--- src/rtl/i2cm_pkg.sv ---
// ----------------------------------------------------------------------------
// i2cm_pkg
// Types, constants and helpers shared by the I2C master register transfer unit.
// ----------------------------------------------------------------------------
package i2cm_pkg;

	localparam logic [7:0] MAX_BYTES         = 8'd255;
	localparam logic [7:0] BYTE_MSB          = 8'h80;
	localparam logic [7:0] PHASE_TICKS_RESET = 8'd5;
	localparam logic [7:0] ACK_TIMEOUT_RESET = 8'd250;

	localparam int QDEPTH = 2;

	typedef enum logic [1:0] {
		CMD_TICK  = 2'd0,
		CMD_WRITE = 2'd1,
		CMD_READ  = 2'd2,
		CMD_RSVD  = 2'd3
	} cmd_t;

	typedef enum logic [0:0] {
		REG_PHASE_TICKS = 1'b0,
		REG_ACK_TIMEOUT = 1'b1
	} reg_idx_t;

	typedef enum logic [3:0] {
		PH_IDLE     = 4'd0,
		PH_START    = 4'd1,
		PH_ADDR_W   = 4'd2,
		PH_ACK_AW   = 4'd3,
		PH_REG      = 4'd4,
		PH_ACK_REG  = 4'd5,
		PH_DATA     = 4'd6,
		PH_ACK_DATA = 4'd7,
		PH_RSTART   = 4'd8,
		PH_ADDR_R   = 4'd9,
		PH_ACK_AR   = 4'd10,
		PH_READ     = 4'd11,
		PH_MACK     = 4'd12,
		PH_STOP     = 4'd13
	} phase_t;

	typedef struct packed {
		logic [1:0] command;
		logic [6:0] device_address;
		logic [7:0] register_address;
		logic [7:0] byte_count;
		logic [7:0] write_data;
		logic       sda_in;
	} item_t;

	typedef struct packed {
		logic       scl_out;
		logic       sda_out;
		logic       busy_res;
		logic       write_taken;
		logic       read_valid;
		logic [7:0] read_data;
		logic       last_byte;
		logic       done_res;
		logic       nack_error;
	} result_t;

	typedef struct packed {
		logic       start;
		logic       is_read;
		logic [6:0] device_address;
		logic [7:0] register_address;
		logic [7:0] byte_count;
		logic [7:0] write_data;
		logic       sda_in;
	} tick_t;

	typedef struct packed {
		logic taken;
		logic valid;
		logic last;
		logic done;
	} event_t;

	function automatic logic is_send(input phase_t p);
		return (p == PH_ADDR_W) || (p == PH_REG) || (p == PH_DATA) || (p == PH_ADDR_R);
	endfunction

	function automatic logic is_ack(input phase_t p);
		return (p == PH_ACK_AW) || (p == PH_ACK_REG) || (p == PH_ACK_DATA) ||
			(p == PH_ACK_AR);
	endfunction

	function automatic logic [1:0] last_quarter(input phase_t p);
		return ((p == PH_START) || (p == PH_RSTART) || (p == PH_STOP)) ? 2'd2 : 2'd3;
	endfunction

endpackage

--- src/rtl/i2cm_front.sv ---
// ----------------------------------------------------------------------------
// i2cm_front
// Input queue: accepts ticks, decodes the command and saturates the count.
// ----------------------------------------------------------------------------
module i2cm_front (
	input  logic            clk,
	input  logic            arst_n,
	input  logic            push,
	output logic            full,
	input  i2cm_pkg::item_t item,
	output logic            tick_valid,
	output i2cm_pkg::tick_t tick,
	input  logic            tick_take
);
	import i2cm_pkg::*;

	tick_t      entry_q [QDEPTH];
	logic       wr_ptr_q;
	logic       rd_ptr_q;
	logic [1:0] count_q;
	tick_t      cls;
	logic       do_push;

	always_comb begin
		cls                  = '0;
		cls.start            = (item.command == CMD_WRITE) || (item.command == CMD_READ);
		cls.is_read          = (item.command == CMD_READ);
		cls.device_address   = item.device_address;
		cls.register_address = item.register_address;
		cls.byte_count       = (item.byte_count > MAX_BYTES) ? MAX_BYTES : item.byte_count;
		cls.write_data       = item.write_data;
		cls.sda_in           = item.sda_in;
	end

	assign full       = (count_q == 2'(QDEPTH));
	assign do_push    = push && !full;
	assign tick_valid = (count_q != 2'd0);
	assign tick       = entry_q[rd_ptr_q];

	always_ff @(posedge clk) begin
		if (do_push) begin
			entry_q[wr_ptr_q] <= cls;
		end
	end

	always_ff @(posedge clk or negedge arst_n) begin
		if (!arst_n) begin
			wr_ptr_q <= 1'b0;
			rd_ptr_q <= 1'b0;
			count_q  <= 2'd0;
		end else begin
			if (do_push) begin
				wr_ptr_q <= ~wr_ptr_q;
			end
			if (tick_take) begin
				rd_ptr_q <= ~rd_ptr_q;
			end
			count_q <= count_q + 2'(do_push) - 2'(tick_take);
		end
	end

endmodule

--- src/rtl/i2cm_engine.sv ---
// ----------------------------------------------------------------------------
// i2cm_engine
// Bus sequencer: advances the line phases one tick at a time.
// ----------------------------------------------------------------------------
module i2cm_engine (
	input  logic              clk,
	input  logic              arst_n,
	input  logic [7:0]        phase_ticks,
	input  logic [7:0]        ack_timeout,
	input  logic              tick_valid,
	input  i2cm_pkg::tick_t   tick,
	output logic              tick_take,
	input  logic              res_full,
	output logic              res_push,
	output i2cm_pkg::result_t res
);
	import i2cm_pkg::*;

	phase_t     phase_q, n_phase;
	logic [1:0] quarter_q, n_quarter;
	logic [7:0] timer_q, n_timer;
	logic [2:0] bit_q, n_bit;
	logic [7:0] bytes_q, n_bytes;
	logic [7:0] shift_q, n_shift;
	logic [7:0] ackw_q, n_ackw;
	logic [6:0] taddr_q, n_taddr;
	logic [7:0] regnum_q, n_regnum;
	logic       is_read_q, n_is_read;
	logic       failed_q, n_failed;
	event_t     ev;
	logic       enter;
	phase_t     enter_ph;
	logic [7:0] pt;
	logic [7:0] at;
	logic [7:0] timer_inc;
	logic [7:0] ackw_inc;
	logic       scl_n;
	logic       sda_n;

	assign pt        = (phase_ticks == 8'd0) ? 8'd1 : phase_ticks;
	assign at        = (ack_timeout == 8'd0) ? 8'd1 : ack_timeout;
	assign tick_take = tick_valid && !res_full;
	assign res_push  = tick_take;
	assign timer_inc = timer_q + 8'd1;
	assign ackw_inc  = ackw_q + 8'd1;

	always_comb begin
		n_phase   = phase_q;
		n_quarter = quarter_q;
		n_timer   = timer_q;
		n_bit     = bit_q;
		n_bytes   = bytes_q;
		n_shift   = shift_q;
		n_ackw    = ackw_q;
		n_taddr   = taddr_q;
		n_regnum  = regnum_q;
		n_is_read = is_read_q;
		n_failed  = failed_q;
		ev        = '0;
		enter     = 1'b0;
		enter_ph  = PH_IDLE;
		if (phase_q == PH_IDLE) begin
			if (tick.start) begin
				n_taddr   = tick.device_address;
				n_regnum  = tick.register_address;
				n_bytes   = tick.byte_count;
				n_is_read = tick.is_read;
				n_failed  = 1'b0;
				enter     = 1'b1;
				enter_ph  = PH_START;
			end
		end else if (is_ack(phase_q) && (quarter_q == 2'd3)) begin
			if (!tick.sda_in) begin
				enter = 1'b1;
				priority case (phase_q)
					PH_ACK_AW: begin
						enter_ph = PH_REG;
						n_shift  = regnum_q;
					end
					PH_ACK_REG: begin
						if (bytes_q == 8'd0) begin
							enter_ph = PH_STOP;
						end else if (is_read_q) begin
							enter_ph = PH_RSTART;
						end else begin
							enter_ph = PH_DATA;
							n_shift  = tick.write_data;
							n_bytes  = bytes_q - 8'd1;
							ev.taken = 1'b1;
						end
					end
					PH_ACK_DATA: begin
						if (bytes_q == 8'd0) begin
							enter_ph = PH_STOP;
						end else begin
							enter_ph = PH_DATA;
							n_shift  = tick.write_data;
							n_bytes  = bytes_q - 8'd1;
							ev.taken = 1'b1;
						end
					end
					default: begin
						enter_ph = PH_READ;
						n_shift  = 8'd0;
					end
				endcase
			end else begin
				n_ackw = ackw_inc;
				if (ackw_inc >= at) begin
					n_failed = 1'b1;
					enter    = 1'b1;
					enter_ph = PH_STOP;
				end
			end
		end else begin
			n_timer = timer_inc;
			if (timer_inc >= pt) begin
				n_timer = 8'd0;
				if (quarter_q < last_quarter(phase_q)) begin
					n_quarter = quarter_q + 2'd1;
				end else if (phase_q == PH_START) begin
					enter    = 1'b1;
					enter_ph = PH_ADDR_W;
					n_shift  = {taddr_q, 1'b0};
				end else if (phase_q == PH_RSTART) begin
					enter    = 1'b1;
					enter_ph = PH_ADDR_R;
					n_shift  = {taddr_q, 1'b1};
				end else if (is_send(phase_q)) begin
					if (bit_q == 3'd7) begin
						enter    = 1'b1;
						enter_ph = phase_t'(phase_q + 4'd1);
					end else begin
						n_bit     = bit_q + 3'd1;
						n_shift   = {shift_q[6:0], 1'b0};
						n_quarter = 2'd0;
					end
				end else if (phase_q == PH_READ) begin
					n_shift = {shift_q[6:0], tick.sda_in};
					if (bit_q == 3'd7) begin
						n_bytes  = bytes_q - 8'd1;
						ev.valid = 1'b1;
						ev.last  = (bytes_q == 8'd1);
						enter    = 1'b1;
						enter_ph = PH_MACK;
					end else begin
						n_bit     = bit_q + 3'd1;
						n_quarter = 2'd0;
					end
				end else if (phase_q == PH_MACK) begin
					enter = 1'b1;
					if (bytes_q == 8'd0) begin
						enter_ph = PH_STOP;
					end else begin
						enter_ph = PH_READ;
						n_shift  = 8'd0;
					end
				end else begin
					enter    = 1'b1;
					enter_ph = PH_IDLE;
					ev.done  = 1'b1;
				end
			end
		end
		if (enter) begin
			n_phase   = enter_ph;
			n_quarter = 2'd0;
			n_timer   = 8'd0;
			n_bit     = 3'd0;
			n_ackw    = 8'd0;
		end
	end

	always_comb begin
		scl_n = (n_quarter >= 2'd2);
		sda_n = 1'b1;
		if (n_phase == PH_IDLE) begin
			scl_n = 1'b1;
		end else if ((n_phase == PH_START) || (n_phase == PH_RSTART)) begin
			scl_n = (n_quarter >= 2'd1);
			sda_n = (n_quarter < 2'd2);
		end else if (n_phase == PH_STOP) begin
			scl_n = (n_quarter >= 2'd1);
			sda_n = (n_quarter >= 2'd2);
		end else if (is_send(n_phase)) begin
			sda_n = |(n_shift & BYTE_MSB);
		end else if (n_phase == PH_MACK) begin
			sda_n = (n_bytes == 8'd0);
		end
		res             = '0;
		res.scl_out     = scl_n;
		res.sda_out     = sda_n;
		res.busy_res    = (n_phase != PH_IDLE);
		res.write_taken = ev.taken;
		res.read_valid  = ev.valid;
		res.read_data   = ev.valid ? n_shift : 8'd0;
		res.last_byte   = ev.valid && ev.last;
		res.done_res    = ev.done;
		res.nack_error  = ev.done && n_failed;
	end

	always_ff @(posedge clk or negedge arst_n) begin
		if (!arst_n) begin
			phase_q   <= PH_IDLE;
			quarter_q <= 2'd0;
			timer_q   <= 8'd0;
			bit_q     <= 3'd0;
			bytes_q   <= 8'd0;
			shift_q   <= 8'd0;
			ackw_q    <= 8'd0;
			taddr_q   <= 7'd0;
			regnum_q  <= 8'd0;
			is_read_q <= 1'b0;
			failed_q  <= 1'b0;
		end else if (tick_take) begin
			phase_q   <= n_phase;
			quarter_q <= n_quarter;
			timer_q   <= n_timer;
			bit_q     <= n_bit;
			bytes_q   <= n_bytes;
			shift_q   <= n_shift;
			ackw_q    <= n_ackw;
			taddr_q   <= n_taddr;
			regnum_q  <= n_regnum;
			is_read_q <= n_is_read;
			failed_q  <= n_failed;
		end
	end

`ifndef SYNTHESIS
	a_taken_enters_data: assert property (@(posedge clk) disable iff (!arst_n)
		(tick_take && res.write_taken) |=> (phase_q == PH_DATA))
		else $error("write byte taken without entering data phase");
	a_done_goes_idle: assert property (@(posedge clk) disable iff (!arst_n)
		(tick_take && res.done_res) |=> (phase_q == PH_IDLE))
		else $error("done reported while still busy");
	a_nack_with_done: assert property (@(posedge clk) disable iff (!arst_n)
		res.nack_error |-> res.done_res)
		else $error("error flag without done");
	a_short_phase_quarter: assert property (@(posedge clk) disable iff (!arst_n)
		((phase_q == PH_START) || (phase_q == PH_RSTART) || (phase_q == PH_STOP))
		|-> (quarter_q != 2'd3))
		else $error("quarter overrun in start or stop");
	a_read_only_in_read: assert property (@(posedge clk) disable iff (!arst_n)
		(tick_take && res.read_valid) |-> (phase_q == PH_READ) && is_read_q)
		else $error("read byte outside read phase");
`endif

endmodule

--- src/rtl/i2cm_res_q.sv ---
// ----------------------------------------------------------------------------
// i2cm_res_q
// Result queue: holds finished results until the receiver pops them.
// ----------------------------------------------------------------------------
module i2cm_res_q (
	input  logic              clk,
	input  logic              arst_n,
	input  logic              res_push,
	input  i2cm_pkg::result_t res,
	output logic              res_full,
	input  logic              pop,
	output logic              empty,
	output i2cm_pkg::result_t result
);
	import i2cm_pkg::*;

	result_t    entry_q [QDEPTH];
	logic       wr_ptr_q;
	logic       rd_ptr_q;
	logic [1:0] count_q;
	logic       do_pop;

	assign res_full = (count_q == 2'(QDEPTH));
	assign empty    = (count_q == 2'd0);
	assign do_pop   = pop && !empty;
	assign result   = entry_q[rd_ptr_q];

	always_ff @(posedge clk) begin
		if (res_push) begin
			entry_q[wr_ptr_q] <= res;
		end
	end

	always_ff @(posedge clk or negedge arst_n) begin
		if (!arst_n) begin
			wr_ptr_q <= 1'b0;
			rd_ptr_q <= 1'b0;
			count_q  <= 2'd0;
		end else begin
			if (res_push) begin
				wr_ptr_q <= ~wr_ptr_q;
			end
			if (do_pop) begin
				rd_ptr_q <= ~rd_ptr_q;
			end
			count_q <= count_q + 2'(res_push) - 2'(do_pop);
		end
	end

endmodule

--- src/rtl/i2c_master_register_transfer_unit.sv ---
// ----------------------------------------------------------------------------
// i2c_master_register_transfer_unit
// I2C master for register writes and reads, stepped one bus tick per item.
// ----------------------------------------------------------------------------
// Input: push an item (command, address, register, count, write byte, SDA
// sample) each bus tick while full is low. Output: one result per item
// (SCL/SDA drive, busy, write_taken, read byte, done, error), popped while
// empty is low, in item order.
// An item goes into the input queue, then its result into the result
// queue, before it can be popped. Throughput: one item per cycle; the
// sequencer advances one tick per cycle while the result queue has room.
// Both sides have two-entry queues, so a stalled receiver first fills
// the result queue, then the input queue, and then full rises; nothing
// is dropped.
// Reset clears both queues and returns the sequencer to idle with both
// lines released; phase_ticks resets to 5 and ack_timeout to 250.
// Registers on the APB port: phase_ticks at 0x0, ack_timeout at 0x4.
// Write them only while the unit is idle.
// ----------------------------------------------------------------------------
module i2c_master_register_transfer_unit (
	input  logic              clk,
	input  logic              arst_n,
	input  logic              push,
	output logic              full,
	input  i2cm_pkg::item_t   item,
	input  logic              pop,
	output logic              empty,
	output i2cm_pkg::result_t result,
	input  logic              psel,
	input  logic              penable,
	input  logic              pwrite,
	input  logic [2:0]        paddr,
	input  logic [31:0]       pwdata,
	output logic [31:0]       prdata,
	output logic              pready
);
	import i2cm_pkg::*;

	logic [7:0] phase_ticks_q;
	logic [7:0] ack_timeout_q;
	logic       cfg_wr;
	reg_idx_t   cfg_idx;
	logic       tick_valid;
	tick_t      tick;
	logic       tick_take;
	logic       res_full;
	logic       res_push;
	result_t    res;

	assign pready  = 1'b1;
	assign cfg_wr  = psel && penable && pwrite && pready;
	assign cfg_idx = reg_idx_t'(paddr[2]);

	always_ff @(posedge clk or negedge arst_n) begin
		if (!arst_n) begin
			phase_ticks_q <= PHASE_TICKS_RESET;
			ack_timeout_q <= ACK_TIMEOUT_RESET;
		end else if (cfg_wr) begin
			unique case (cfg_idx)
				REG_PHASE_TICKS: phase_ticks_q <= pwdata[7:0];
				REG_ACK_TIMEOUT: ack_timeout_q <= pwdata[7:0];
				default: ;
			endcase
		end
	end

	always_comb begin
		unique case (cfg_idx)
			REG_PHASE_TICKS: prdata = {24'd0, phase_ticks_q};
			REG_ACK_TIMEOUT: prdata = {24'd0, ack_timeout_q};
			default:         prdata = 32'd0;
		endcase
	end

	i2cm_front u_front (
		.clk        (clk),
		.arst_n     (arst_n),
		.push       (push),
		.full       (full),
		.item       (item),
		.tick_valid (tick_valid),
		.tick       (tick),
		.tick_take  (tick_take)
	);

	i2cm_engine u_engine (
		.clk         (clk),
		.arst_n      (arst_n),
		.phase_ticks (phase_ticks_q),
		.ack_timeout (ack_timeout_q),
		.tick_valid  (tick_valid),
		.tick        (tick),
		.tick_take   (tick_take),
		.res_full    (res_full),
		.res_push    (res_push),
		.res         (res)
	);

	i2cm_res_q u_res_q (
		.clk      (clk),
		.arst_n   (arst_n),
		.res_push (res_push),
		.res      (res),
		.res_full (res_full),
		.pop      (pop),
		.empty    (empty),
		.result   (result)
	);

endmodule
--- config.mk ---
export PLATFORM = sky130hd
export DESIGN_NAME = i2c_master_register_transfer_unit
export DESIGN_NICKNAME = d
export VERILOG_FILES = /design/src/rtl/i2cm_pkg.sv /design/src/rtl/i2cm_front.sv /design/src/rtl/i2cm_engine.sv /design/src/rtl/i2cm_res_q.sv /design/src/rtl/i2c_master_register_transfer_unit.sv
export SDC_FILE = /design/constraint.sdc
export NUM_CORES = 1
export LEC_CHECK = 0
export ABC_AREA = 1
export ABC_CLOCK_PERIOD_IN_PS = 4500
export BUFFER_PORTS_ARGS = -buffer_cell sky130_fd_sc_hd__clkbuf_2
export CORE_MARGIN = 2
export CORE_UTILIZATION = 45
export DETAILED_ROUTE_END_ITERATION = 8
export GPL_ROUTABILITY_DRIVEN = 1
export HOLD_SLACK_MARGIN = 0.12
export PLACE_DENSITY_LB_ADDON = 0.12
export SLEW_MARGIN = 10
export SYNTH_ARGS = -nofsm -noshare
export SYNTH_HDL_FRONTEND = slang
export SYNTH_SLANG_ARGS = --single-unit
--- constraint.sdc ---
create_clock -name clk -period 4.5 [get_ports clk]
set_input_delay 0.225 -clock clk [delete_from_list [all_inputs] [get_ports clk]]
set_output_delay 0.225 -clock clk [all_outputs]
set_load 0.1 [all_outputs]
Word-level counts from Yosys, hierarchy flattened
Memory sizes are Yosys's and may differ from the RTL's.
Index checks and enable logic that the tools add are counted.
{"block": "classes", "n_addsub": 10, "n_lt_le_gt_ge": 7, "eq_ne": 33, "mux": 131, "bitwise_logic": 5, "reduce_logical": 43}
{"operator": "8-bit two-way mux", "n": 41}
{"operator": "4-bit two-way mux", "n": 18}
{"operator": "32-bit one-hot mux with 2 select lines", "n": 1}
{"operator": "3-bit two-way mux", "n": 17}
{"operator": "4-bit equality test, second input constant", "n": 10}
{"operator": "1-bit two-way mux", "n": 38}
{"operator": "8-bit zero test", "n": 4}
{"operator": "4-bit by 3-bit equality test with 1-bit output, second input constant", "n": 6}
{"operator": "2-bit two-way mux", "n": 12}
{"operator": "8-bit one-hot mux with 3 select lines", "n": 1}
{"operator": "8-bit by 1-bit adder with 8-bit output, second input constant", "n": 2}
{"operator": "8-bit greater-or-equal comparator", "n": 2}
{"operator": "8-bit one-hot mux with 2 select lines", "n": 1}
{"operator": "1-bit logical OR", "n": 13}
{"operator": "4-bit by 2-bit equality test with 1-bit output, second input constant", "n": 3}
{"operator": "4-bit one-hot mux with 3 select lines", "n": 1}
{"operator": "2-bit by 1-bit inequality test with 1-bit output, second input constant", "n": 5}
{"operator": "2-bit equality test, second input constant", "n": 4}
{"operator": "4-bit by 1-bit equality test with 1-bit output, second input constant", "n": 2}
{"operator": "8-bit by 1-bit equality test with 1-bit output, second input constant", "n": 1}
{"operator": "8-bit greater-than comparator, second input constant", "n": 1}
{"operator": "1-bit logical AND", "n": 8}
{"operator": "4-bit zero test", "n": 2}
{"operator": "8-bit AND reduction", "n": 1}
{"operator": "other kinds (22)", "n": 35}
{"block": "word_totals", "register_bits": 82, "ramBits": 100, "input_bits": 76, "out_inout_bits": 51, "word_cells": 250, "memories": 2}
{"name": "u_front.entry_q", "words": 2, "word_bits": 34, "read_ports": 1, "rd_ports_with_merged_regs": 0, "write_ports": 1, "line": "i2cm_front.sv:17", "text": "tick_t entry_q [QDEPTH];"}
{"name": "u_res_q.entry_q", "words": 2, "word_bits": 16, "read_ports": 1, "rd_ports_with_merged_regs": 0, "write_ports": 1, "line": "i2cm_res_q.sv:17", "text": "result_t entry_q [QDEPTH];"}

Depth between registers and ports, before layout
Gate-level depths: netlist of run 1.
{"block": "depth", "word_depth": 20, "mapped_depth": 24, "depth_no_buf": 24}

Modules after synthesis
A second synthesis of run 1 with hierarchy kept.
{"block": "unflattened", "cells_unflattened": 1199, "hier_area_um2": 10242.3}
{"mod": "i2cm_engine", "instances": 1, "cells_each": 751, "area_per_inst_um2": 5054.8, "seq_area_each_um2": 1451.4}
{"mod": "i2cm_front", "instances": 1, "cells_each": 209, "area_per_inst_um2": 2800.2, "seq_area_each_um2": 2142.1}
{"mod": "i2cm_res_q", "instances": 1, "cells_each": 114, "area_per_inst_um2": 1427.6, "seq_area_each_um2": 1061.0}
{"mod": "i2c_master_register_transfer_unit", "instances": 1, "cells_each": 125, "area_per_inst_um2": 959.7, "seq_area_each_um2": 410.4}

Least setup slack after synthesis of run 1
Ideal clock, no wire load.
{"block": "synth_path", "path_type": "input to output", "startpoint": "in paddr[2]", "endpoint": "out prdata[5]", "t_arrival_ps": 2712, "t_required_ps": 4275, "setup_slack_ps": 1563, "stages": 3, "n_path_buf": 2, "path_cell_list": "clkbuf_1 clkbuf_1 o21ai_0"}
{"block": "synth_via", "elab_chain_cells": 2}
{"item": "start, declared", "line": "i2c_master_register_transfer_unit.sv:32", "text": "input logic [2:0] paddr,"}
{"item": "1-bit NOT (no source line)"}
{"item": "32-bit one-hot mux with 2 select lines *", "line": "i2c_master_register_transfer_unit.sv:68", "text": "unique case (cfg_idx)"}
{"item": "end, declared", "line": "i2c_master_register_transfer_unit.sv:34", "text": "output logic [31:0] prdata,"}
Every way passes the cells marked *; elsewhere a longest branch is shown, timed or not. The select of a mux whose other input is x is not followed.

==> run metrics, run 1 <==
dpl hpwl=15900 µm; Clock Power Share=about a fifth; MaxCap Viol Count=0; asr flop ratio synth=around 45%; CP required=about 4.6 ns; Pint=approximately 3900 µW; worst min path class=input port to flop; WL per Instance=approximately 15 µm; status=complete, no violations; type of the worst setup path=flop to flop; Peak supply drop=between 200 and 300 µV; antenna violations before repair=0; synthesized flop and latch total=182; post-synthesis cell type count=57; first-pass GRT wire length=about 38000 µm; DRT antenna net count=0; clk_lat worst skew=0.44 ns; RSZ-0062 raised after global routing=no; Psw=3740 µW; grt ovf=0; Final Skew=~0.011 ns; Core ar.=between 20000 and 25000 µm²; Avg Cell Area, Syn=slightly below 9 µm²; Total Routing Usage GR=approximately a fifth; Worst R2R End=u_res_q.entry_q[0][2]; most frequent cells in the layout=351 x nand2_1, 114 x inv_1, 100 x edfxtp_1; fin crit period=3.64 ns; Reg2Reg Depth=15; Root Buffer=clkbuf_16; max-slew violations=0; Vias/cell=5.04; final worst setup slack=~0.86 ns; CTS tree=yes; Comb power frac=45.6%; Clock Sinks=~180; CP Capture Type=flop; dpl cells=between 1000 and 1500; post-route cell area=~11000 µm²; register area share after synthesis=between 50% and 60%; maximum level of the CTS H-tree=4; non-filler instance count after layout=around 1500; Die H=152 µm; Hold Path Origin=item[32]; # IOs=127; Seq pwr share=34.6%; Critical Path AT=about 3.8 ns; Synth Cell Area=between 9000 and 10000 µm²; antenna cell count=0; cts bufs inserted=17; DRC viols=0; Initial Utilization=between 40% and 50%; TritonRoute pass-1 iters=5; Max Freq=approximately 0.27 GHz; Port Buffers=75; Final setup viols=0; share of cells above drive strength 1=roughly 14%; DP Area=between 10000 and 15000 µm²; vias in the first global route=~7500; cell row count=54; Post-Route Setup TNS=0 ns; pin count of the biggest net entering global routing=45; DP Worst Slack=roughly 0.96 ns; commonest non-fill, non-tap cell in the layout=nand2_1; clock tree buffer depth=2; worst slew pin tran=just over 1 ns; via count=~7800; Post-CTS Resized=0; Post-synth EDFFs=100; DR iter-0 viols=650; fin util=between 50% and 60%; commonest register cell after synthesis=edfxtp_1; FF-to-FF setup slack=~0.86 ns; die area=approximately 23000 µm²; crit path from=u_engine.timer_q[0]; crit path max fanout=9; Switching Share=between 40 and 50%; Reg clk slew, reported paths=0.08 ns; Pleak=around 0.0053 µW; Yosys warning total=0; Slew Limit Headroom=between 30% and 40%; Placer Congestion=between 0.9 and 1; reg2reg start=u_engine.timer_q[0]; pwr/cell area=between 600 and 700 nW/µm²; Worst Hold Path Cells=3; Hold Vio Cnt, Final=0; fillcell total=just over 2000; Syn Inst Count=~1100; die span in x=approximately 150 µm; total wire length=23100 µm; Hold EP=u_front.entry_q[1][32]; final period utilization=80.9%; Worst Setup Start Kind=flop; Layout area overhead=16.3%; Nets=roughly 1400
==> cells by family after synthesis <==
family	Yosys count	share of synthesized area, %
AND/OR/NAND/NOR	545	23.9
multiplexers	1	0.101
adder cells (fa/ha/maj)	33	4.19
buffers and inverters	181	8.12
flip-flops	182	51.3
AO/OA/AOI/OAI	177	10.5
other	2	0.0761
XOR/XNOR	20	1.78
==> cell type report <==
type                    instances  area, µm²  share of cell area, %
well taps                     280        350                   3.05
clock inverters                14        174                   1.52
flip-flops and latches        182       5060                   44.2
multi-input cells             801       4100                   35.8
inverters                     127        477                   4.16
repair buffers                125        861                   7.51
clock buffers                  18        439                   3.83
==> cell usage after synthesis (2+ instances only) <==
| cell | n | share of area [%] |
|---|---|---|
| nand2_2 | 10 | 0.63 |
| nand2_1 | 351 | 13 |
| dfrtp_1 | 74 | 19 |
| or2_2 | 4 | 0.25 |
| o21ai_1 | 8 | 0.41 |
| or2_0 | 2 | 0.13 |
| nand3_1 | 57 | 2.9 |
| buf_4 | 29 | 2.2 |
| clkbuf_1 | 19 | 0.72 |
| a31oi_1 | 17 | 1.1 |
| inv_1 | 114 | 4.3 |
| o31ai_1 | 2 | 0.15 |
| o211ai_1 | 10 | 0.76 |
| xnor2_1 | 4 | 0.36 |
| nor2_1 | 79 | 3.0 |
| o21ai_2 | 3 | 0.27 |
| o21ai_0 | 73 | 3.7 |
| buf_2 | 4 | 0.20 |
| nand4_1 | 14 | 0.89 |
| o2111ai_1 | 2 | 0.18 |
| nor2_4 | 3 | 0.34 |
| inv_2 | 12 | 0.46 |
| a22oi_1 | 3 | 0.23 |
| nor2_2 | 6 | 0.38 |
| a21o_1 | 2 | 0.15 |
| a21oi_2 | 2 | 0.18 |
| xor2_1 | 16 | 1.4 |
| a221oi_1 | 2 | 0.18 |
| conb_1 | 2 | 0.076 |
| edfxtp_1 | 100 | 30 |
| nand4_2 | 2 | 0.25 |
| nand3_2 | 5 | 0.51 |
| nor3_1 | 2 | 0.10 |
| o22ai_1 | 12 | 0.76 |
| ha_1 | 33 | 4.2 |
| nand2_4 | 3 | 0.34 |
| dfstp_2 | 8 | 2.1 |
| a21oi_1 | 33 | 1.7 |
==> critical path: stages (launching register included) <==
cell and delay (ns):
dfrtp_1 0.42, ha_1 0.24, nand3_1 0.11, nor2_1 0.06, nand2_1 0.07, xor2_1 0.22
inv_1 0.07, ha_1 0.28, nand2_1 0.06, nor2_1 0.10, nand2_1 0.11, a21oi_2 0.32
nand2_2 0.12, nor2_1 0.29, inv_2 0.17, nor4b_1 0.68
==> what timing repair did <==
action	in CTS	in global routing
endpoints found under the hold margin	116	0
hold buffers	43	0
setup buffers	0	0
==> how the worst max path moves through the flow <==
stage,endpoint,cells after the start
final,u_res_q.entry_q[0][2],15
after global routing,u_res_q.entry_q[1][14],21
after CTS,u_res_q.entry_q[1][14],19
after detailed placement,u_res_q.entry_q[1][14],19
after global placement,u_res_q.entry_q[0][14],19
after floorplan,prdata[5],3
==> power by group through the flow <==
stage,registers [µW],clock network [µW],logic (µW)
floorplan,2580,0,2810
finish,2660,1520,3510
CTS,2660,1550,3540
detailed placement,2690,0,3500
global route,2720,1620,3870
global placement,2680,0,3460
==> flip-flops by register name, summed over array words and instances, names as in the netlist <==
| register | count |
|---|---|
| u_res_q.entry_q | 32 |
| u_engine.ackw_q | 8 |
| u_front.entry_q | 68 |
| u_res_q.count_q | 2 |
| u_engine.regnum_q | 8 |
| u_engine.quarter_q | 2 |
| u_engine.bytes_q | 8 |
| u_engine.taddr_q | 7 |
| u_res_q.wr_ptr_q | 1 |
| ack_timeout_q | 8 |
| phase_ticks_q | 8 |
| u_engine.timer_q | 8 |
| u_engine.bit_q | 3 |
| u_front.rd_ptr_q | 1 |
| u_front.wr_ptr_q | 1 |
| u_front.count_q | 2 |
| u_engine.phase_q | 4 |
| u_engine.is_read_q | 1 |
| u_engine.failed_q | 1 |
| u_res_q.rd_ptr_q | 1 |
| u_engine.shift_q | 8 |
==> stage by stage <==
step                      hold slack (ns)  total power [µW]
final                               0.165              7690
after global routing                0.174              8210
after CTS                           0.147              7750
after detailed placement            0.245              6190
after global placement              0.239              6140
after floorplan                   -0.0706              5380
==> per-layer routing <==
metal  part of all wire (%)  global-route usage, %  up-vias  wire length, µm
li1                       -                      -     3962                -
met3                    4.7                   3.17       29             1080
met5                      0                      0        -                0
met2                     43                   30.6      198             9990
met1                     50                   30.4     3615            11600
met4                    1.7                   6.63        0              401
No activity file was read; power rests on OpenSTA's default activity.
==> inputs of run 2 (changes only) <==
- ABC_AREA: 1 -> 0
- ABC_CLOCK_PERIOD_IN_PS: 4500 -> 3180
- clock period: 4.5 -> 3.18 ns (I/O delays scaled with it)
==> run 2 against run 1 <==
The run now ends with setup timing left. Global-route usage is 1.9 points higher. Area after synthesis shrank 3.0%. Sequential share of layout area is 3.3 points lower. Largest power group unchanged. Die area decreased by 2.9%. Via count is 5.4% lower. Count of clock-buffer cells in the layout stayed put. Power up 51%. Register-to-register slack worse by 1.1 ns. Utilization is 6.3 points higher.
==> run metrics, run 2 <==
Yosys warning total=0; final worst setup slack=-0.201 ns; die span in x=150 µm; status=finished, violations left; die area=about 22000 µm²; post-synthesis cell type count=between 70 and 80; first-pass GRT wire length=38400 µm; Synth top area share=31.4%; max-slew violations=0; Root Buffer=clkbuf_16; Final setup viols=26; WL per Instance=17.4 µm; vias in the first global route=slightly above 7000; pwr/cell area=938 nW/µm²; total wire length=24100 µm; Total Routing Usage GR=approximately 22%; most frequent cells in the layout=122 x buf_4, 100 x edfxtp_1, 74 x clkbuf_2; cell row count=53; Core ar.=between 20000 and 25000 µm²; clk_lat worst skew=between 0.4 and 0.5 ns; Initial Utilization=45.7%; Worst R2R End=u_res_q.entry_q[1][14]; Avg Cell Area, Syn=11.1 µm²; CP required=~3.4 ns; via count=between 7000 and 8000; worst slew pin tran=roughly 0.98 ns; CTS tree=yes; WHS=between 0.1 and 0.15 ns; Syn Inst Count=between 800 and 900; count leader, synth=edfxtp_1; DRT antenna net count=0; antenna violations before repair=1; Nets=1203; Die H=between 100 and 150 µm; type of the worst setup path=flop to flop; Pleak=~0.0052 µW; maximum level of the CTS H-tree=4; cts bufs inserted=17; DRC viols=0; register area share after synthesis=between 50% and 60%; Slew Limit Headroom=around a third; Hold Vio Cnt, Final=0; crit path max fanout=6; dpl cells=around 1300; Reg clk slew, reported paths=~0.070 ns; grt ovf=0; Synth area leader=edfxtp_1; crit path to=u_res_q.entry_q[1][14]; CP Capture Type=flop; Max Freq=slightly below 0.3 GHz; TritonRoute pass-1 iters=5; Clock Sinks=182; Worst Setup Start Kind=flop; Largest register FFs=68; reg2reg start=u_engine.timer_q[0]; Critical Path AT=3.56 ns; Post-synth EDFFs=100; fin crit period=about 3.4 ns; non-filler instance count after layout=roughly 1400; Final Skew=0.0131 ns; Synth Cell Area=around 9600 µm²; DR iter-0 viols=a little under 500; worst min path class=input port to flop; commonest non-fill, non-tap cell in the layout=buf_4; clock tree buffer depth=2; pin count of the biggest net entering global routing=64; Layout area overhead=29.7%; Reg2Reg Depth=14; RSZ-0062 raised after global routing=yes; asr flop ratio synth=between 40% and 50%; FF-to-FF setup slack=-0.20 ns; Port Buffers=between 70 and 80; Vias/cell=5.34; commonest register cell after synthesis=edfxtp_1; MaxCap Viol Count=0; # IOs=127; final period utilization=106%; share of cells above drive strength 1=between 30% and 40%; Placer Congestion=~0.95; violated checks=setup timing; Peak supply drop=488 µV; crit path from=u_engine.timer_q[0]; synthesized flop and latch total=between 150 and 200; largest reg by FF count=u_front.entry_q; dpl hpwl=17200 µm; Hold Path Origin=item[32]; Synth area leaders=edfxtp_1 31%, dfrtp_1 19%, mux2_2 5.7%; Commonest cells post-synth=100 x edfxtp_1, 74 x dfrtp_1, 73 x nand2_1, 72 x nor2_1, 54 x a21oi_1; Largest regs=u_front.entry_q: 68 flops, u_res_q.entry_q: 32 flops
## run 2: cell types whose count changed in the layout (fill, tap and decap cells not counted), moves of 11 or more
cell / delta
mux2_2: +47
a31oi_1: -16
xor2_1: -11
inv_1: -78
nand2_1: -285
nand3_1: -40
buf_4: +114
inv_2: -12
mux2i_1: +24
o21ai_0: -32
a21oi_1: +16
## run 2: area by class of cell
type	count	area (µm²)
diodes	1	2.50
clock buffers	18	429
clock inverters	14	150
fillers	1837	8550
inverters	36	135
multi-input cells	608	4420
flip-flops and latches	182	5070
well taps	275	344
repair buffers	249	1860
## run 2: cells by family (layout without fill, tap and decap cells)
| kind of cell | after synthesis | count (layout) | share of synthesized area, % |
|---|---|---|---|
| and+or+nand+nor | 248 | 248 | 12.8 |
| DFF | 182 | 182 | 52.9 |
| AOI/OAI and AO/OA | 205 | 205 | 14.1 |
| muxes | 75 | 75 | 8.65 |
| adders and majority gates | 33 | 33 | 4.32 |
| xor gates and xnor gates | 22 | 22 | 2.01 |
| buffers and inverters | 97 | 317 | 5.10 |
| other | 2 | 26 | 0.0785 |
## run 2: worst min path at each step
stage / endpoint / cells past startpoint
3_5_place_dp: u_res_q.wr_ptr_q / 1
5_1_grt: u_front.entry_q[1][32] / 3
2_1_floorplan: ack_timeout_q[0] / 0
6_report: u_front.entry_q[0][32] / 3
3_3_place_gp: u_res_q.wr_ptr_q / 1
4_1_cts: u_front.entry_q[1][32] / 3
## run 2: where the power goes
group	switching (µW)	total, µW	internal, µW
sequential	406	3720	3310
combinational	3800	5840	2040
clock	1030	2080	1050
total	5230	11600	6410
## run 2: per-layer routing
| layer | vias to the layer above | wire [µm] | GRT usage [%] | share of wire, % |
|---|---|---|---|---|
| met3 | 21 | 1260 | 4.66 | 5.2 |
| met5 | - | 0 | 0 | 0 |
| met4 | 0 | 365 | 6.51 | 1.5 |
| li1 | 3610 | - | - | - |
| met1 | 3535 | 11100 | 31.1 | 46 |
| met2 | 213 | 11400 | 35.2 | 47 |
## run 2: worst max-delay path: stages, from the launching register on
cell	delay, ns
dfrtp_1	0.42
and3_1	0.18
nand3_1	0.11
nor2_1	0.16
xor2_1	0.25
ha_1	0.21
nand3_1	0.11
a21oi_1	0.24
buf_4	0.20
nand3_1	0.11
o21a_1	0.21
o41a_1	0.48
and4b_1	0.23
nand4b_1	0.13
a21oi_2	0.07
## run 2: per-stage QoR
step                      setup TNS (ns)  utilization, %  worst slack [ns]  power, µW  instance area (µm²)
after floorplan                   -0.423               -            -0.150       7610                 9730
after global placement             -4.04            52.9            -0.254       9290                11100
after detailed placement           -5.06            52.9            -0.277       9330                11100
after CTS                          -1.31            58.2            -0.221      11600                12200
final                              -1.19            59.2            -0.201      11600                12400
after global routing               -7.12            59.2            -0.375      12300                12400
## run 2: what timing repair did
item	CTS	global route
pin swaps	15	25
cloned	0	1
setup endpoints to repair	41	56
setup buffers	2	3
resized for setup	23	42
endpoints found under the hold margin	143	0
hold buffers	43	0
==> inputs of run 3 (changes only) <==
- CAP_MARGIN: unset -> 20
- CORE_UTILIZATION: 45 -> 53
==> run 3 against run 2 <==
The run still ends with setup timing left. Die area is 15% lower. Global-route usage is 4.2 points higher. Design area is 3.5% higher. First-iteration DRC count is 13% lower. Utilization is 13 points higher. Fmax is 5.5% lower. Register-to-register slack worse by 0.20 ns. Highest routed layer unchanged. Wire length is 6.1% higher. Final cell count is 1.1% lower. Via count is 5.7% higher. Non-clock buffer count is 32 higher.
==> run metrics, run 3 (synthesis results as in run 2) <==
fillcell total=1286; # IOs=127; Clock Sinks=between 150 and 200; Initial Utilization=roughly 54%; cts bufs inserted=17; TritonRoute pass-1 iters=5; Die H=138 µm; CP Capture Type=flop; DRC viols=0; type of the worst setup path=flop to flop; Slew Limit Headroom=between 40% and 50%; fin crit period=3.58 ns; Clock Power Share=roughly 18%; largest reg by FF count=u_front.entry_q; reg2reg start=u_engine.timer_q[1]; cell row count=just under 50; Core ar.=around 18000 µm²; Largest regs=u_front.entry_q: 68 flops, u_res_q.entry_q: 32 flops; non-filler instance count after layout=1368; FF-to-FF setup slack=-0.40 ns; WL per Instance=around 19 µm; clk_lat worst skew=about 0.44 ns; Reg2Reg Depth=16; Worst R2R End=u_res_q.entry_q[1][14]; PnR Total Power=between 10000 and 15000 µW; CP most frequent cell=a21oi_2; crit-path max cell delay=~0.38 ns; violated checks=setup timing; maximum level of the CTS H-tree=4; MaxCap Viol Count=0; Final setup viols=44; first-pass GRT wire length=about 40000 µm; Psw=5380 µW; dpl hpwl=18000 µm; RSZ-0062 raised after global routing=yes; vias in the first global route=roughly 7900; Pleak=~0.0054 µW; Peak supply drop=1080 µV; antenna cell count=0; crit-path cells=ha_2 > nand3_2 > nor2_2 > xor2_1 > ha_1 > a21o_1 > a21oi_2 > o211ai_1 > buf_4 > buf_12 > and2_4 > a32o_2 > mux2i_4 > and4b_1 > nand4b_1 > a21oi_2; Vias/cell=around 5.7; Hold EP=u_front.entry_q[0][33]; die span in x=about 140 µm; Hold Vio Cnt, Final=0; Comb power frac=approximately half; antenna violations before repair=0; final period utilization=113%; worst min path class=input port to flop; CP required=approximately 3.5 ns; Switching Share=~45%; Final Skew=0.0127 ns; Seq pwr share=between 30% and 40%; DRT antenna net count=0; post-route cell area=between 10000 and 15000 µm²; DR iter-0 viols=about 430; Largest delay share family, worst path=compound AO/OA/AOI/OAI gates; most frequent cells in the layout=149 x buf_4, 100 x edfxtp_1, 74 x clkbuf_2; Port Buffers=between 70 and 80; Pint=approximately 6500 µW; max-slew violations=0; Max Freq=0.279 GHz; pin count of the biggest net entering global routing=46; die area=19100 µm²; CTS tree=yes; commonest non-fill, non-tap cell in the layout=buf_4; Placer Congestion=about 0.94; worst slew pin tran=0.752 ns; dpl cells=approximately 1300; share of cells above drive strength 1=roughly 38%; Layout area overhead=34.2%; final worst setup slack=-0.398 ns; Critical Path AT=3.86 ns; Root Buffer=clkbuf_16; Nets=between 1000 and 1500; Largest register FFs=68; via count=around 8000; Worst Setup Start Kind=flop; DP Area=between 10000 and 15000 µm²; CP max stage cell=dfrtp_1; Worst Hold Path Cells=4; grt ovf=0; crit path buf inv count=2; DP Worst Slack=-0.401 ns; pwr/cell area=just over 900 nW/µm²; Total Routing Usage GR=26.4%; status=finished, violations left; Hold Path Origin=item[32]; crit path max fanout=5; clock tree buffer depth=2; total wire length=25600 µm; Reg clk slew, reported paths=0.07 ns
run 3: changes by cell type in the layout (fill, tap and decap cells not counted), moves of 4 or more:
cell      delta
buf_4       +27
a21oi_1     -10
nor2_2       +7
a211oi_1     -6
a21oi_2      +6
nor2_1       -6
o21ai_2      +6
a211oi_2     +5
o21ai_0      -5
o22ai_1      -5
a21oi_4      +4
run 3: power by group through the flow:
stage | Combinational [µW] | Clock (µW) | Sequential, µW
floorplan | 4000 | 0 | 3610
global route | 6460 | 2240 | 3820
finish | 6050 | 2100 | 3750
global placement | 5460 | 0 | 3740
detailed placement | 5550 | 0 | 3770
CTS | 5750 | 2140 | 3730
run 3: repair_timing:
| action | 4_1_cts | 5_1_grt |
|---|---|---|
| cloned | 0 | 1 |
| setup endpoints to repair | 40 | 60 |
| endpoints found under the hold margin | 130 | 0 |
| buffers inserted | 13 | 13 |
| pin swaps | 22 | 40 |
| gates resized for setup | 24 | 95 |
| hold buffers | 45 | 0 |
run 3: metrics by stage:
step / hold slack (ns) / util, % / setup TNS (ns)
6_report: 0.201 / 71.9 / -6.63
5_1_grt: 0.211 / 71.9 / -12.10
4_1_cts: 0.159 / 69.3 / -1.60
3_5_place_dp: 0.213 / 62.2 / -6.59
3_3_place_gp: 0.196 / 62.2 / -4.11
2_1_floorplan: -0.137 / - / -0.423
run 3: how the worst max path moves through the flow:
stage | cells after the start | from | slack, ns | to
after floorplan | 15 | u_engine.timer_q[0] | -0.15 | u_res_q.entry_q[0][14]
after global placement | 15 | u_engine.ackw_q[1] | -0.32 | u_res_q.entry_q[0][14]
after detailed placement | 15 | u_engine.ackw_q[1] | -0.40 | u_res_q.entry_q[0][14]
after CTS | 16 | u_engine.timer_q[0] | -0.23 | u_res_q.entry_q[1][14]
after global routing | 16 | u_engine.timer_q[1] | -0.51 | u_res_q.entry_q[1][14]
final | 16 | u_engine.timer_q[1] | -0.40 | u_res_q.entry_q[1][14]
run 3: cell type report:
class / count / area, µm² / share of cell area (%)
Sequential cell: 182 / 5070 / 39.5
Multi-Input combinational cell: 608 / 4610 / 35.9
Timing Repair Buffer: 281 / 2130 / 16.6
Clock buffer: 17 / 425 / 3.31
Tap cell: 229 / 287 / 2.23
Clock inverter: 15 / 176 / 1.37
Inverter: 36 / 135 / 1.05
run 3: routing by layer:
layer	global-route usage, %	routed length (µm)	vias to the layer above
met5	0	0	-
met1	36.0	11300	3820
met4	8.27	526	0
met3	4.30	1220	41
met2	44.0	12600	261
li1	-	-	3676
run 3: tightest hold or removal path: stages:
cell,delay (ns)
clkbuf_2,0.08
inv_1,0.06
ha_1,0.13
inv_1,0.05
